===== src/hdl/canid_pkg.sv =====
// Package for the CAN node-ID self-enumeration block.
// Holds item codes, mode and reply codes, register indexes, reset values and
// the control/status structs shared by the top level and the bitmap unit.
package canid_pkg;

  // Input item kinds
  localparam logic [2:0] KIND_TICK    = 3'd0;
  localparam logic [2:0] KIND_FRAME   = 3'd1;
  localparam logic [2:0] KIND_ENUMREQ = 3'd2;
  localparam logic [2:0] KIND_SETID   = 3'd3;
  localparam logic [2:0] KIND_OPCODE  = 3'd4;

  // Enumeration modes
  localparam logic [1:0] MODE_INACTIVE = 2'd0;
  localparam logic [1:0] MODE_PENDING  = 2'd1;
  localparam logic [1:0] MODE_REQUEST  = 2'd2;
  localparam logic [1:0] MODE_INPROG   = 2'd3;

  // Reply codes
  localparam logic [1:0] REPLY_NONE = 2'd0;
  localparam logic [1:0] REPLY_ACK  = 2'd1;
  localparam logic [1:0] REPLY_ERR  = 2'd2;

  // Configuration register indexes
  localparam logic [2:0] REG_HOLD_OFF  = 3'd0;
  localparam logic [2:0] REG_RESP_WAIT = 3'd1;
  localparam logic [2:0] REG_MIN_ID    = 3'd2;
  localparam logic [2:0] REG_MAX_ID    = 3'd3;
  localparam logic [2:0] REG_INIT_ID   = 3'd4;

  // Configuration reset values
  localparam logic [15:0] RST_HOLD_OFF  = 16'd1000;
  localparam logic [15:0] RST_RESP_WAIT = 16'd100;
  localparam logic [6:0]  RST_MIN_ID    = 7'd1;
  localparam logic [6:0]  RST_MAX_ID    = 7'd99;
  localparam logic [7:0]  RST_INIT_ID   = 8'd0;

  // Value of the first bitmap byte after enumeration starts (ID zero taken)
  localparam logic [7:0] BYTE0_START = 8'h01;

  // Control from the sequencer to the bitmap unit
  typedef struct packed {
    logic       clear;
    logic       mark;
    logic [6:0] mark_id;
    logic       scan_start;
  } bm_ctl_t;

  // Status from the bitmap unit
  typedef struct packed {
    logic       done;
    logic       found;
    logic [6:0] free_id;
  } bm_sts_t;

  // One result item
  typedef struct packed {
    logic       send_rtr_request;
    logic       send_rtr_response;
    logic       id_updated;
    logic [1:0] reply;
    logic       pass_to_app;
    logic [7:0] node_id;
    logic [1:0] mode;
  } result_t;

endpackage


===== src/hdl/canid_bitmap.sv =====
// Seen-ID bitmap with mark, clear and a byte-serial free-ID scan.
// Depends on canid_pkg for the control and status structs.
module canid_bitmap #(
  parameter int BITMAP_BYTES = 16
) (
  input  logic              clk,
  input  logic              rst_n,
  input  canid_pkg::bm_ctl_t ctl,
  output canid_pkg::bm_sts_t sts
);

  localparam int IDX_W = (BITMAP_BYTES > 1) ? $clog2(BITMAP_BYTES) : 1;
  localparam int CNT_W = $clog2(BITMAP_BYTES + 1);

  logic [7:0]       bytes_r [BITMAP_BYTES];
  logic             active_r;
  logic [CNT_W-1:0] idx_r;
  logic             done_r;
  logic             found_r;
  logic [6:0]       free_id_r;

  logic [7:0]       cur_byte;
  logic [2:0]       zero_bit;
  logic [3:0]       mark_byte;
  logic             mark_ok;

  // Lowest clear bit of the byte under scan
  always_comb begin
    cur_byte = bytes_r[idx_r[IDX_W-1:0]];
    zero_bit = 3'd0;
    for (int b = 7; b >= 0; b--) begin
      if (!cur_byte[b]) begin
        zero_bit = 3'(b);
      end
    end
  end

  assign mark_byte = ctl.mark_id[6:3];
  assign mark_ok   = (32'(mark_byte) < BITMAP_BYTES);

  // Hold bitmap, advance scan
  always_ff @(posedge clk) begin
    if (!rst_n) begin
      for (int i = 0; i < BITMAP_BYTES; i++) begin
        bytes_r[i] <= '0;
      end
      active_r  <= 1'b0;
      idx_r     <= '0;
      done_r    <= 1'b0;
      found_r   <= 1'b0;
      free_id_r <= '0;
    end else begin
      done_r <= 1'b0;
      if (ctl.clear) begin
        for (int i = 0; i < BITMAP_BYTES; i++) begin
          bytes_r[i] <= '0;
        end
        bytes_r[0] <= canid_pkg::BYTE0_START;
      end else if (ctl.mark && mark_ok) begin
        bytes_r[mark_byte[IDX_W-1:0]][ctl.mark_id[2:0]] <= 1'b1;
      end

      if (ctl.scan_start) begin
        active_r <= 1'b1;
        idx_r    <= '0;
      end else if (active_r) begin
        if (cur_byte != 8'hFF) begin
          active_r  <= 1'b0;
          done_r    <= 1'b1;
          found_r   <= 1'b1;
          free_id_r <= 7'({idx_r[IDX_W-1:0], zero_bit});
        end else if (idx_r == CNT_W'(BITMAP_BYTES - 1)) begin
          active_r <= 1'b0;
          done_r   <= 1'b1;
          found_r  <= 1'b0;
        end else begin
          idx_r <= idx_r + CNT_W'(1);
        end
      end
    end
  end

  assign sts.done    = done_r;
  assign sts.found   = found_r;
  assign sts.free_id = free_id_r;

`ifndef SYNTHESIS
  a_done_ends_scan: assert property (@(posedge clk) disable iff (!rst_n)
    done_r |-> !active_r)
    else $error("scan still active after done");
  a_idx_in_range: assert property (@(posedge clk) disable iff (!rst_n)
    active_r |-> (32'(idx_r) < BITMAP_BYTES))
    else $error("scan index beyond bitmap");
  a_start_runs: assert property (@(posedge clk) disable iff (!rst_n)
    ctl.scan_start |=> active_r && !done_r)
    else $error("scan did not start");
`endif

endmodule


===== src/hdl/can_id_self_enumeration.sv =====
// Top level of the CAN node-ID self-enumeration block: sequencer, state
// registers, config port and output register. Depends on canid_pkg and
// instantiates canid_bitmap.
//
// Usage:
//   Input channel (in_valid / in_stall): one item per transfer; the block
//   raises in_stall while it works on an item. Result channel
//   (out_valid / out_stall): exactly one result per item, held in an output
//   register until taken; a stalled result holds steady and the next item
//   is still accepted, its result waiting in the sequencer until the
//   output register frees.
//   Config port (cfg_valid / cfg_ready / cfg_index / cfg_data): cfg_ready is
//   always high; writing initial_node_id also loads the node ID.
//   Each item's result is first registered in the sequencer, then moved
//   to the output register once that register is free. A tick that
//   completes enumeration runs the byte-serial free-ID scan of the bitmap,
//   one byte per cycle, before its result is registered. A new item is
//   accepted only once the previous result has reached the output register.
//   Reset (rst_n low, synchronous): registers to defaults, mode inactive,
//   clock and bitmap cleared, output empty.
module can_id_self_enumeration #(
  parameter int BITMAP_BYTES = 16
) (
  input  logic        clk,
  input  logic        rst_n,
  input  logic        in_valid,
  output logic        in_stall,
  input  logic [2:0]  in_kind,
  input  logic [10:0] in_frame_id,
  input  logic        in_is_remote,
  input  logic [3:0]  in_data_length,
  input  logic        in_want_result,
  input  logic [7:0]  in_requested_id,
  input  logic        in_validate,
  output logic        out_valid,
  input  logic        out_stall,
  output logic        out_send_rtr_request,
  output logic        out_send_rtr_response,
  output logic        out_id_updated,
  output logic [1:0]  out_reply,
  output logic        out_pass_to_app,
  output logic [7:0]  out_node_id,
  output logic [1:0]  out_mode,
  input  logic        cfg_valid,
  output logic        cfg_ready,
  input  logic [2:0]  cfg_index,
  input  logic [15:0] cfg_data
);

  typedef enum logic [1:0] {ST_IDLE, ST_SCAN, ST_HOLD} state_t;

  state_t               state_r, state_nxt;
  logic [15:0]          hold_off_r, hold_off_nxt;
  logic [15:0]          resp_wait_r, resp_wait_nxt;
  logic [6:0]           min_id_r, min_id_nxt;
  logic [6:0]           max_id_r, max_id_nxt;
  logic [7:0]           init_id_r, init_id_nxt;
  logic [7:0]           node_id_r, node_id_nxt;
  logic [1:0]           mode_r, mode_nxt;
  logic                 reply_pend_r, reply_pend_nxt;
  logic [15:0]          now_r, now_nxt;
  logic [15:0]          start_r, start_nxt;
  canid_pkg::result_t   res_r, res_nxt;
  canid_pkg::result_t   out_r, out_nxt;
  logic                 out_valid_r, out_valid_nxt;

  canid_pkg::bm_ctl_t   bm_ctl;
  canid_pkg::bm_sts_t   bm_sts;

  logic                 in_acc;
  logic [15:0]          tick_now;
  logic [15:0]          since;
  logic [6:0]           frame_node;
  logic                 scan_ok;
  logic                 setid_ok;
  canid_pkg::result_t   r;

  canid_bitmap #(.BITMAP_BYTES(BITMAP_BYTES)) u_bitmap (
    .clk   (clk),
    .rst_n (rst_n),
    .ctl   (bm_ctl),
    .sts   (bm_sts)
  );

  assign in_stall   = (state_r != ST_IDLE);
  assign in_acc     = in_valid && !in_stall;
  assign cfg_ready  = 1'b1;
  assign tick_now   = now_r + 16'd1;
  assign since      = tick_now - start_r;
  assign frame_node = in_frame_id[6:0];

  assign scan_ok = bm_sts.found && (bm_sts.free_id >= min_id_r) &&
                   (bm_sts.free_id <= max_id_r) && (node_id_r <= {1'b0, max_id_r});
  assign setid_ok = !in_validate ||
                    ((in_requested_id >= {1'b0, min_id_r}) &&
                     (in_requested_id <= {1'b0, max_id_r}) &&
                     (node_id_r <= {1'b0, max_id_r}));

  // Sequence items, update state, load the output register
  always_comb begin
    state_nxt      = state_r;
    hold_off_nxt   = hold_off_r;
    resp_wait_nxt  = resp_wait_r;
    min_id_nxt     = min_id_r;
    max_id_nxt     = max_id_r;
    init_id_nxt    = init_id_r;
    node_id_nxt    = node_id_r;
    mode_nxt       = mode_r;
    reply_pend_nxt = reply_pend_r;
    now_nxt        = now_r;
    start_nxt      = start_r;
    res_nxt        = res_r;
    out_nxt        = out_r;
    out_valid_nxt  = out_valid_r && out_stall;
    bm_ctl         = '0;
    r              = '0;

    unique case (state_r)
      ST_IDLE: begin
        if (in_acc) begin
          state_nxt = ST_HOLD;
          case (in_kind)
            canid_pkg::KIND_TICK: begin
              now_nxt = tick_now;
              if (mode_r == canid_pkg::MODE_REQUEST ||
                  (mode_r == canid_pkg::MODE_PENDING && since >= hold_off_r)) begin
                mode_nxt           = canid_pkg::MODE_INPROG;
                bm_ctl.clear       = 1'b1;
                start_nxt          = tick_now;
                r.send_rtr_request = 1'b1;
              end else if (mode_r == canid_pkg::MODE_INPROG && since >= resp_wait_r) begin
                mode_nxt          = canid_pkg::MODE_INACTIVE;
                bm_ctl.scan_start = 1'b1;
                state_nxt         = ST_SCAN;
              end
            end
            canid_pkg::KIND_FRAME: begin
              if (node_id_r != 8'd0 && {1'b0, frame_node} == node_id_r &&
                  mode_r == canid_pkg::MODE_INACTIVE) begin
                mode_nxt  = canid_pkg::MODE_PENDING;
                start_nxt = now_r;
              end else if (in_is_remote) begin
                if (in_data_length == 4'd0) begin
                  r.send_rtr_response = 1'b1;
                  if (mode_r == canid_pkg::MODE_PENDING) begin
                    start_nxt = now_r;
                  end
                end
              end else if (in_data_length == 4'd0) begin
                bm_ctl.mark    = 1'b1;
                bm_ctl.mark_id = frame_node;
              end else begin
                r.pass_to_app = 1'b1;
              end
            end
            canid_pkg::KIND_ENUMREQ: begin
              if (mode_r != canid_pkg::MODE_INPROG) begin
                mode_nxt = canid_pkg::MODE_REQUEST;
              end
              if (in_want_result) begin
                reply_pend_nxt = 1'b1;
              end
            end
            canid_pkg::KIND_SETID: begin
              if (setid_ok) begin
                node_id_nxt  = in_requested_id;
                r.id_updated = 1'b1;
              end else begin
                r.reply = canid_pkg::REPLY_ERR;
              end
            end
            canid_pkg::KIND_OPCODE: begin
              if (node_id_r > {1'b0, max_id_r}) begin
                r.reply = canid_pkg::REPLY_ERR;
              end else begin
                if (mode_r != canid_pkg::MODE_INPROG) begin
                  mode_nxt = canid_pkg::MODE_REQUEST;
                end
                reply_pend_nxt = 1'b1;
              end
            end
            default: begin
            end
          endcase
          r.node_id = node_id_nxt;
          r.mode    = mode_nxt;
          res_nxt   = r;
        end
      end
      ST_SCAN: begin
        if (bm_sts.done) begin
          if (scan_ok) begin
            node_id_nxt  = {1'b0, bm_sts.free_id};
            r.id_updated = 1'b1;
          end
          if (reply_pend_r) begin
            reply_pend_nxt = 1'b0;
            r.reply        = scan_ok ? canid_pkg::REPLY_ACK : canid_pkg::REPLY_ERR;
          end
          r.node_id = node_id_nxt;
          r.mode    = mode_r;
          res_nxt   = r;
          state_nxt = ST_HOLD;
        end
      end
      ST_HOLD: begin
        if (!out_valid_r || !out_stall) begin
          out_nxt       = res_r;
          out_valid_nxt = 1'b1;
          state_nxt     = ST_IDLE;
        end
      end
      default: begin
        state_nxt = ST_IDLE;
      end
    endcase

    // Take config writes
    if (cfg_valid && cfg_ready) begin
      unique case (cfg_index)
        canid_pkg::REG_HOLD_OFF:  hold_off_nxt  = cfg_data;
        canid_pkg::REG_RESP_WAIT: resp_wait_nxt = cfg_data;
        canid_pkg::REG_MIN_ID:    min_id_nxt    = cfg_data[6:0];
        canid_pkg::REG_MAX_ID:    max_id_nxt    = cfg_data[6:0];
        canid_pkg::REG_INIT_ID: begin
          init_id_nxt = cfg_data[7:0];
          node_id_nxt = cfg_data[7:0];
        end
        default: begin
        end
      endcase
    end
  end

  // Hold state and registered outputs
  always_ff @(posedge clk) begin
    if (!rst_n) begin
      state_r      <= ST_IDLE;
      hold_off_r   <= canid_pkg::RST_HOLD_OFF;
      resp_wait_r  <= canid_pkg::RST_RESP_WAIT;
      min_id_r     <= canid_pkg::RST_MIN_ID;
      max_id_r     <= canid_pkg::RST_MAX_ID;
      init_id_r    <= canid_pkg::RST_INIT_ID;
      node_id_r    <= canid_pkg::RST_INIT_ID;
      mode_r       <= canid_pkg::MODE_INACTIVE;
      reply_pend_r <= 1'b0;
      now_r        <= '0;
      start_r      <= '0;
      out_valid_r  <= 1'b0;
    end else begin
      state_r      <= state_nxt;
      hold_off_r   <= hold_off_nxt;
      resp_wait_r  <= resp_wait_nxt;
      min_id_r     <= min_id_nxt;
      max_id_r     <= max_id_nxt;
      init_id_r    <= init_id_nxt;
      node_id_r    <= node_id_nxt;
      mode_r       <= mode_nxt;
      reply_pend_r <= reply_pend_nxt;
      now_r        <= now_nxt;
      start_r      <= start_nxt;
      out_valid_r  <= out_valid_nxt;
    end
    res_r <= res_nxt;
    out_r <= out_nxt;
  end

  assign out_valid             = out_valid_r;
  assign out_send_rtr_request  = out_r.send_rtr_request;
  assign out_send_rtr_response = out_r.send_rtr_response;
  assign out_id_updated        = out_r.id_updated;
  assign out_reply             = out_r.reply;
  assign out_pass_to_app       = out_r.pass_to_app;
  assign out_node_id           = out_r.node_id;
  assign out_mode              = out_r.mode;

`ifndef SYNTHESIS
  a_scan_mode_idle: assert property (@(posedge clk) disable iff (!rst_n)
    (state_r == ST_SCAN) |-> (mode_r == canid_pkg::MODE_INACTIVE))
    else $error("mode not inactive during scan");
  a_done_in_scan: assert property (@(posedge clk) disable iff (!rst_n)
    bm_sts.done |-> (state_r == ST_SCAN))
    else $error("scan done outside scan state");
  a_accept_busy: assert property (@(posedge clk) disable iff (!rst_n)
    in_acc |=> (state_r != ST_IDLE))
    else $error("item accepted but sequencer idle");
  a_rtr_req_mode: assert property (@(posedge clk) disable iff (!rst_n)
    (out_valid_r && out_r.send_rtr_request) |-> (out_r.mode == canid_pkg::MODE_INPROG))
    else $error("remote request without enumeration in progress");
`endif

endmodule


===== config.mk =====
export PLATFORM = sky130hd
export DESIGN_NAME = can_id_self_enumeration
export DESIGN_NICKNAME = d
export VERILOG_FILES = /design/src/hdl/canid_pkg.sv /design/src/hdl/canid_bitmap.sv /design/src/hdl/can_id_self_enumeration.sv
export SDC_FILE = /design/constraint.sdc
export NUM_CORES = 1
export LEC_CHECK = 0
export ABC_AREA = 1
export ABC_CLOCK_PERIOD_IN_PS = 5600
export BUFFER_PORTS_ARGS = -buffer_cell sky130_fd_sc_hd__buf_2
export CORE_MARGIN = 2
export CORE_UTILIZATION = 35
export DETAILED_ROUTE_END_ITERATION = 10
export PLACE_DENSITY = 0.49
export SYNTH_ARGS = -nofsm -noshare
export SYNTH_HDL_FRONTEND = slang
export SYNTH_SLANG_ARGS = --single-unit
export TNS_END_PERCENT = 30

===== constraint.sdc =====
create_clock -name clk -period 5.6 [get_ports clk]
set_input_delay 1.12 -clock clk [delete_from_list [all_inputs] [get_ports clk]]
set_output_delay 1.12 -clock clk [all_outputs]
set_load 0.01 [all_outputs]

==> out/summary.json, run 1 <==
{
  "sta": {
    "report.final.slew_viol_count": 0,
    "fin_skew_ns": 0.02684,
    "final-setup-viol-count": 0,
    "tns_ns": 0,
    "tightestPinTransition_ns": 1.207,
    "timing.final.crit_share_pct": 88.71,
    "rel_slew_slack_pct": 18.92,
    "whs_ns": 0.4158,
    "hold_viol_final": 0,
    "rsz0062_at_grt": "no",
    "layout_setup_ws_ns": 0.6322,
    "final.min_clock_period_ns": 4.968,
    "fmaxAchievable_mhz": 201.3
  },
  "placed_design": {
    "detail_placement_hpwl_mm": 28.26,
    "detailedPlace.worstSlack_ns": 0.5150,
    "port_buffers": 66,
    "place_inst": 2544,
    "placed_area_sq_um": 15220,
    "place_congestion": 0.8419
  },
  "finish": {
    "antenna_cells": 0,
    "flow.area_growth_from_synthesis_pct": 12.36,
    "drive_above_1_share_pct": 7.729,
    "fin_area_sq_um": 16310,
    "final_common_cell": "nand2_1",
    "layoutNonFillerInstCount": 2602,
    "fin_util_pct": 39.85,
    "nNetsFinal": 2188,
    "most_used_cells_in_the_layout_excluding_fill_and_tap_cells": "nand2_1 (433), inv_1 (239), dfxtp_1 (238), nand3_1 (193), o21ai_0 (178)",
    "nFillCells": 4381
  },
  "pwr": {
    "p_total_mw": 4.601,
    "cellLeakagePower_nw": 7.094,
    "power.density_cell_area_nw_per_um2": 282.1,
    "ir_worst_vdd_v": 0.0002144
  },
  "critical_path": {
    "critPathCaptureType": "register",
    "critPathKind": "register to register",
    "cp_data_arrival_time_ns": 5.41,
    "crit_required_ns": 6.04,
    "worst-path-max-fanout": 34,
    "critical_path.startpoint_type": "register",
    "reg_to_reg_critical_path_startpoint": "now_r[0]",
    "worstSetupStartpoint": "now_r[0]",
    "setup.reg_to_reg.worst_slack_ns": 0.63
  },
  "clocking": {
    "ctsHtreeMaxLevel": 2,
    "hold_buffers": 0,
    "cts_made_buffers": 34,
    "postCtsSetupBuffers": 0,
    "clock_latency_on_the_worst_skew_pair_ns": 0.55,
    "tritoncts_clock_tree": "done",
    "clockRootBuffer": "clkbuf_16",
    "cts_buffer_depth": 3,
    "clkSinkCount": 271,
    "cts.clk_slew.worst_paths_ns": 0.05
  },
  "global_routing": {
    "grt_pass1_vias": 12420,
    "antenna_found_initial": 0,
    "global_route.usage.total_pct": 18.71,
    "grt_start_max_net_pins": 76,
    "grt_first_pass_wirelength_mm": 65.80,
    "grt_remaining_overflow": 0
  },
  "synth": {
    "synth_seq_area_share_pct": 39.58,
    "synthesis.area_per_instance_sq_um": 7.200,
    "ys_ff_latch": 271,
    "synth.distinct_cells": 49,
    "post_synth_instance_area_sq_um": 14520,
    "synth_nets": 2155,
    "synthCells": 2016,
    "yosys_warnings": 0
  },
  "run": {
    "maxCapViolations": 0
  },
  "floorplanning": {
    "fp.dieArea_sq_um": 43120,
    "placementRows": 74,
    "start_util_pct": 35.47,
    "area_of_the_core_sq_um": 40920,
    "floorplan.die.height_microns": 207.6,
    "boundaryPins": 72,
    "die_x_microns": 207.6
  },
  "route": {
    "wirelength_mm": 40.71,
    "wire_per_inst_microns": 15.64,
    "remaining_antenna_violation_count": 0,
    "drc_violations_left": 0,
    "detail_route.vias_per_cell": 5.069,
    "drt-initial-drc-count": 748,
    "count_of_tritonroute_iterations_in_the_first_routing_pass": 5,
    "vias": 13190
  },
  "outcome": {
    "run_status": "finished, final reports clean"
  },
  "min_path": {
    "hold_path_class": "register to register",
    "min_from": "res_r[6]"
  }
}
## per-layer routing
metal,up-vias,global-route usage [%],wire [microns]
met5,-,0,0
li1,6744,-,-
met3,61,2.708,2071
met1,6115,25.50,19200
met4,0,6.261,937
met2,269,30.36,18490
## synthesized netlist by cell type, drive strengths merged
cell,count,area [sq um]
nor3,22,120.1
o21ai,221,1106
a41oi,1,8.760
o31ai,3,22.52
a31o,1,8.760
xor2,21,183.9
o21bai,2,15.01
and3,1,6.260
o211ai,27,202.7
o311ai,1,8.760
xnor2,14,122.6
a21oi,129,645.6
nand4,26,175.2
conb,1,3.750
or2,1,6.260
buf,41,254.0
a211oi,3,22.52
ha,85,1064
nor4,8,50.05
inv,247,927.1
edfxtp,32,960.9
nor2,172,700.7
o22ai,15,93.84
clkbuf,42,158.9
nand2,437,1655
o221ai,2,17.52
dfxtp,239,4785
nand3b,10,75.07
clkinv,3,11.26
a21boi,2,15.01
o41ai,1,8.760
nand3,196,996.0
fa,1,20.02
a31oi,3,18.77
a21o,3,22.52
o21a,3,22.52
## state kept, by name, summed over array words and instances, names as in the netlist, 2 cells and up, named ones only
register,count
res_r,16
hold_off_r,16
start_r,16
out_mode,2
min_id_r,7
u_bitmap.idx_r,5
node_id_r,8
out_reply,2
out_node_id,8
mode_r,2
now_r,16
resp_wait_r,16
u_bitmap.free_id_r,7
max_id_r,7
state_r,2
u_bitmap.bytes_r,128
## logic make-up after synthesis
| family | Yosys count | share of synthesized area, % |
|---|---|---|
| xor+xnor | 35 | 2.112 |
| compound gates | 417 | 15.43 |
| fa+ha+maj | 86 | 7.465 |
| simple gates | 873 | 26.08 |
| other cells | 1 | 0.02584 |
| flops | 271 | 39.58 |
| buf+inv | 333 | 9.310 |
## critical path, cell delays in order, from the launching register on
cell	delay (ns)
dfxtp_1	0.39
ha_1	0.22
nand3_1	0.20
xor2_1	0.32
ha_1	0.35
a21oi_1	0.16
o21ai_0	0.09
nor2_1	0.28
o21ai_0	0.24
a21oi_1	0.26
o21ai_0	0.13
xor2_1	0.26
ha_1	0.30
a21oi_1	0.14
o21ai_0	0.10
a21oi_1	0.20
nand4_1	0.26
nand4_1	0.27
nand2_1	0.14
inv_2	0.17
buf_12	0.21
nand2_1	0.07
o21ai_1	0.07
## report_power, final
part,leakage [nW],internal (mW),switching (mW)
combinational,4.35,0.168,0.324
clock,0.504,1.22,0.857
sequential,2.24,2.01,0.0211
total,7.09,3.40,1.20
## worst paths after layout
check,endpoint,depth (start not counted)
setup / recovery,u_bitmap.bytes_r[5][0],22
hold / removal,out_node_id[4],0
setup reg to reg,u_bitmap.bytes_r[5][0],22
hold reg to reg,out_node_id[4],0
## cell type report
type                       count  area, sq um  share of cell area, %
sequential                   271         5747                  35.24
inverter                     250        938.4                  5.754
clock inverter                 9        97.59                 0.5984
multi-input combinational   1412         7436                  45.59
clock buffer                  48        944.7                  5.792
timing repair buffer          80        480.5                  2.946
tap                          532        665.6                  4.081
## repair_timing
item / 4_1_cts / 5_1_grt
hold endpoints to repair: 0 / 0
resized for setup: 0 / 3
endpoints found under the setup margin: 0 / 61
(Power assumes the default switching activity.)
==> run 2: changes to the inputs <==
- GPL_TIMING_DRIVEN: unset -> 0
==> run 2 against run 1 <==
- die area unchanged
- non-clock buffer count up 69
- register-to-register slack worse by 0.15 ns
- cell count up 2.8%
- sequential power about the same
- core utilization up 1.1 points
- clock skew down 0.0058 ns
- combinational power up 4%
- sequential share of layout area down 0.99 points
- count of clock-buffer cells in the layout down 1
- sequential cell count unchanged
- critical endpoint is now u_bitmap.bytes_r[7][1]
- total power up 6.7%
==> out/summary.json, run 2 (same netlist as run 1, synthesis figures left out) <==
{
  "route": {
    "remaining_antenna_violation_count": 0,
    "count_of_tritonroute_iterations_in_the_first_routing_pass": 5,
    "detail_route.vias_per_cell": 5.168,
    "wire_per_inst_microns": 17.65,
    "drt-initial-drc-count": 969,
    "drc_violations_left": 0,
    "vias": 13820,
    "wirelength_mm": 47.19
  },
  "sta": {
    "hold_viol_final": 0,
    "rsz0062_at_grt": "no",
    "tightestPinTransition_ns": 1.211,
    "tns_ns": 0,
    "fmaxAchievable_mhz": 195.2,
    "layout_setup_ws_ns": 0.4782,
    "final-setup-viol-count": 0,
    "rel_slew_slack_pct": 18.64,
    "whs_ns": 0.4174,
    "report.final.slew_viol_count": 0,
    "fin_skew_ns": 0.02104,
    "final.min_clock_period_ns": 5.122,
    "timing.final.crit_share_pct": 91.46
  },
  "clocking": {
    "cts_made_buffers": 34,
    "clkSinkCount": 271,
    "clockRootBuffer": "clkbuf_16",
    "cts.clk_slew.worst_paths_ns": 0.06,
    "clock_latency_on_the_worst_skew_pair_ns": 0.55,
    "tritoncts_clock_tree": "done",
    "cts_buffer_depth": 3,
    "ctsHtreeMaxLevel": 2
  },
  "critical_path": {
    "setup.reg_to_reg.worst_slack_ns": 0.48,
    "cpPeakStageDelay_ns": 0.40,
    "worstSetupStartpoint": "now_r[0]",
    "critPathCaptureType": "register",
    "reg_to_reg_critical_path_startpoint": "now_r[0]",
    "slowest_stage": "dfxtp_1",
    "crit_required_ns": 6.07,
    "critical_path.startpoint_type": "register",
    "worst_path_most_repeated_cell": "nand2_1",
    "worst-path-max-fanout": 10,
    "worst_r2r_path_depth": 30,
    "critPathKind": "register to register",
    "worst_r2r_endpoint": "u_bitmap.bytes_r[7][1]",
    "cp_data_arrival_time_ns": 5.60
  },
  "min_path": {
    "min_from": "res_r[1]",
    "hold_path_class": "register to register",
    "min_delay_path_depth": 0,
    "hold_path_end": "out_mode[1]"
  },
  "floorplanning": {
    "floorplan.die.height_microns": 207.6,
    "placementRows": 74,
    "start_util_pct": 35.47,
    "area_of_the_core_sq_um": 40920,
    "die_x_microns": 207.6,
    "boundaryPins": 72,
    "fp.dieArea_sq_um": 43120
  },
  "finish": {
    "most_used_cells_in_the_layout_excluding_fill_and_tap_cells": "nand2_1 (431), inv_1 (239), dfxtp_1 (239), nand3_1 (191), o21ai_0 (177)",
    "final_common_cell": "nand2_1",
    "regMostFlops": "u_bitmap.bytes_r",
    "antenna_cells": 0,
    "nNetsFinal": 2257,
    "drive_above_1_share_pct": 9.664,
    "max_ffs_per_register": 128,
    "flow.area_growth_from_synthesis_pct": 15.58,
    "layoutNonFillerInstCount": 2674
  },
  "global_routing": {
    "global_route.usage.total_pct": 21.60,
    "antenna_found_initial": 0,
    "grt_remaining_overflow": 0,
    "grt_pass1_vias": 13030,
    "grt_first_pass_wirelength_mm": 73.51,
    "grt_start_max_net_pins": 18
  },
  "pwr": {
    "power.density_cell_area_nw_per_um2": 292.6,
    "comb_power_share_pct": 10.4,
    "cellLeakagePower_nw": 7.349,
    "ir_worst_vdd_v": 0.0002027,
    "clock_power_share_pct": 48.3,
    "switching_power_mw": 1.250,
    "p_int_mw": 3.659,
    "p_total_mw": 4.909,
    "seq_power_share_pct": 41.3,
    "sw_frac_of_total_pct": 25.46
  },
  "placed_design": {
    "port_buffers": 64,
    "detailedPlace.worstSlack_ns": 0.05827,
    "place_congestion": 0.9239,
    "detail_placement_hpwl_mm": 35.24,
    "place_inst": 2612
  },
  "run": {
    "maxCapViolations": 0
  },
  "outcome": {
    "run_status": "finished, final reports clean"
  }
}
## run 2: changes by cell type in the layout (fill, tap and decap cells not counted), moves of 3 or more
cell	before	now
buf_2	65	88
clkbuf_2	0	8
clkbuf_1	11	38
bufinv_16	1	4
clkinv_2	3	6
buf_6	0	5
clkbuf_8	2	5
## run 2: layout make-up
class | count | area (sq um)
multi-input cells | 1412 | 7456
flip-flops and latches | 271 | 5746
repair buffers | 66 | 335.3
inverters | 250 | 938.4
fillers | 4331 | 24150
clock inverters | 13 | 175.2
plain buffers | 83 | 426.7
well taps | 532 | 665.6
clock buffers | 47 | 1035
## run 2: worst max path at each step
stage                                  end  slack, ns  depth (start not counted)
global placement    u_bitmap.bytes_r[4][5]       0.09                         27
global route        u_bitmap.bytes_r[7][2]       0.01                         30
floorplan           u_bitmap.bytes_r[9][2]       1.58                         29
CTS                 u_bitmap.bytes_r[5][5]      0.008                         27
detailed placement  u_bitmap.bytes_r[5][5]       0.06                         27
finish              u_bitmap.bytes_r[7][1]       0.48                         30
## run 2: power by group through the flow
stage	logic, mW	registers, mW	clock network [mW]
2_1_floorplan	0.331	2.07	0
3_3_place_gp	0.489	2.07	0
3_5_place_dp	0.496	2.07	0
4_1_cts	0.499	2.03	2.43
5_1_grt	0.580	2.03	2.50
6_report	0.509	2.03	2.37
## run 2: repair_timing
| item | CTS | global route |
|---|---|---|
| gates resized for setup | 0 | 24 |
| endpoints found under the setup margin | 0 | 134 |
| hold buffers | 0 | 0 |
| setup buffers | 0 | 2 |
## run 2: stage by stage
stage                     area [sq um]  utilization, %
final                            16780           41.00
after global routing             16780           41.00
after CTS                        16710           40.83
after detailed placement         15500           37.88
after global placement           15500           37.88
after floorplan                  14520               -
## run 2: layer usage
metal / wire [microns] / global-route usage, % / vias up
li1: - / - / 6898
met1: 23210 / 30.97 / 6488
met2: 20420 / 33.49 / 358
met3: 2487 / 3.343 / 75
met4: 1069 / 6.236 / 0
met5: 0 / 0 / -
## run 2: worst max-delay path, delay by kind of cell, from the launching register on
family          cells  cell delay (ns)
simple gates       14             1.67
buf+inv             8             1.06
fa+ha+maj           3             0.86
compound gates      3             0.57
xor+xnor            2             0.50
flops               1             0.40
==> run 3: changes to the inputs <==
- CORE_UTILIZATION: 35 -> 50
- PLACE_DENSITY: 0.49 -> 0.66
==> run 3 against run 2 <==
- cell count fell by 5.7%
- total power shrank 5.6%
- highest routed layer unchanged
- sequential share of layout area rose by 0.64 points
- largest cell class unchanged
- critical path type unchanged
- count of clock-buffer cells in the layout fell by 6
==> out/summary.json, run 3 (same netlist as run 1, synthesis figures left out) <==
{
  "floorplanning": {
    "placementRows": 62,
    "area_of_the_core_sq_um": 28630,
    "boundaryPins": 72,
    "floorplan.die.height_microns": 174.4,
    "fp.dieArea_sq_um": 30410,
    "start_util_pct": 50.71,
    "die_x_microns": 174.4
  },
  "placed_design": {
    "detail_placement_hpwl_mm": 32.43,
    "place_congestion": 0.9426,
    "port_buffers": 64,
    "detailedPlace.worstSlack_ns": 0.2627
  },
  "route": {
    "route.top_layer_used": "met4",
    "met2_wirelength_mm": 19.72,
    "drt-initial-drc-count": 1196,
    "dr_wl_met3_mm": 3.339,
    "drc_violations_left": 0,
    "wirelength_mm": 43.90,
    "count_of_tritonroute_iterations_in_the_first_routing_pass": 6,
    "wire_per_inst_microns": 17.41,
    "vias": 13990,
    "remaining_antenna_violation_count": 0,
    "route.layer.met1.wl_mm": 19.80,
    "detail_route.vias_per_cell": 5.546
  },
  "pwr": {
    "comb_power_share_pct": 11.0,
    "switching_power_mw": 1.184,
    "p_int_mw": 3.449,
    "seq_power_share_pct": 43.8,
    "sw_frac_of_total_pct": 25.55,
    "clock_power_share_pct": 45.2,
    "cellLeakagePower_nw": 7.297,
    "power.density_cell_area_nw_per_um2": 281.3,
    "ir_worst_vdd_v": 0.0003125
  },
  "min_path": {
    "min_delay_path_depth": 0,
    "hold_path_class": "register to register"
  },
  "sta": {
    "hold_viol_final": 0,
    "timing.final.crit_share_pct": 94.49,
    "report.final.slew_viol_count": 0,
    "final-setup-viol-count": 0,
    "whs_ns": 0.4182,
    "layout_setup_ws_ns": 0.3085,
    "final.min_clock_period_ns": 5.291,
    "rel_slew_slack_pct": 28.19,
    "fmaxAchievable_mhz": 189.0,
    "fin_skew_ns": 0.01419,
    "tightestPinTransition_ns": 1.069
  },
  "critical_path": {
    "critPathCaptureType": "register",
    "critical_path.startpoint_type": "register",
    "worst-path-max-fanout": 10,
    "cp_data_arrival_time_ns": 5.77,
    "critPathKind": "register to register",
    "worst_r2r_path_depth": 29,
    "crit_required_ns": 6.08,
    "cpPeakStageDelay_ns": 0.41,
    "slowest_stage": "dfxtp_1"
  },
  "global_routing": {
    "antenna_found_initial": 0,
    "grt_pass1_vias": 13180,
    "grt_remaining_overflow": 0,
    "global_route.usage.total_pct": 28.81,
    "grt_start_max_net_pins": 18,
    "grt_first_pass_wirelength_mm": 70.27
  },
  "clocking": {
    "ctsHtreeMaxLevel": 1,
    "hold_buffers": 0,
    "clkSinkCount": 271,
    "cts_made_buffers": 31,
    "tritoncts_clock_tree": "done",
    "cts.clk_slew.worst_paths_ns": 0.06,
    "clockRootBuffer": "clkbuf_16",
    "clock_latency_on_the_worst_skew_pair_ns": 0.56,
    "cts_buffer_depth": 3
  },
  "finish": {
    "most_used_cells_in_the_layout_excluding_fill_and_tap_cells": "nand2_1 (431), inv_1 (239), dfxtp_1 (239), nand3_1 (192), o21ai_0 (178)",
    "nNetsFinal": 2256,
    "max_ffs_per_register": 128,
    "final_common_cell": "nand2_1",
    "fin_util_pct": 57.53,
    "nFillCells": 2796,
    "seqCellArea_sq_um": 5746,
    "multi_input_area_sq_um": 7476,
    "antenna_cells": 0,
    "flow.area_growth_from_synthesis_pct": 13.46,
    "drive_above_1_share_pct": 9.635,
    "regMostFlops": "u_bitmap.bytes_r"
  },
  "outcome": {
    "run_status": "finished, final reports clean"
  },
  "run": {
    "maxCapViolations": 0
  }
}
-- run 3: layout make-up --
cell class              instances  share of cell area [%]
clock buffers                  41                   5.303
clock inverters                13                   1.048
multi-input cells            1412                   45.40
repair buffers                 68                   2.127
flip-flops and latches        271                   34.89
well taps                     384                   2.917
plain buffers                  83                   2.621
inverters                     250                   5.698
-- run 3: metrics by stage --
step | instances | TNS (ns) | total power, mW | cell area, sq um
after global routing | 2522 | -0.05123 | 4.804 | 16470
after floorplan | 2016 | 0 | 2.398 | 14520
after CTS | 2518 | 0 | 4.630 | 16360
final | 2522 | 0 | 4.633 | 16470
after global placement | 2464 | 0 | 2.545 | 15320
after detailed placement | 2464 | 0 | 2.556 | 15320
-- run 3: worst paths after layout --
check / startpoint / end / slack (ns)
worst min-delay path: res_r[14] / out_send_rtr_response / 0.42
worst max-delay path: now_r[0] / start_r[8] / 0.31
worst min register to register: res_r[14] / out_send_rtr_response / 0.42
worst max register to register: now_r[0] / start_r[8] / 0.31
-- run 3: worst max-delay path, delay by kind of cell (launching register included) --
| kind | cells | cell delay [ns] |
|---|---|---|
| adder cells (fa/ha/maj) | 3 | 0.88 |
| buffers and inverters | 6 | 0.73 |
| AO/OA/AOI/OAI | 4 | 0.71 |
| flip-flops | 1 | 0.41 |
| XOR/XNOR | 2 | 0.51 |
| AND/OR/NAND/NOR | 14 | 1.95 |
-- run 3: repair_timing --
| action | CTS | global route |
|---|---|---|
| gates resized for setup | 0 | 32 |
| setup buffers | 0 | 4 |
| setup endpoints to repair | 0 | 134 |
-- run 3: power groups by stage --
| stage | clock network [mW] | registers, mW | logic (mW) |
|---|---|---|---|
| after floorplan | 0 | 2.07 | 0.331 |
| after global placement | 0 | 2.07 | 0.477 |
| after detailed placement | 0 | 2.07 | 0.487 |
| after CTS | 2.11 | 2.03 | 0.493 |
| after global routing | 2.19 | 2.03 | 0.580 |
| final | 2.10 | 2.03 | 0.510 |
-- run 3: routing by layer --
metal	vias to the layer above	GRT usage, %
met5	-	0
met4	0	8.158
met3	78	3.368
met2	540	46.92
met1	6498	40.34
li1	6872	-
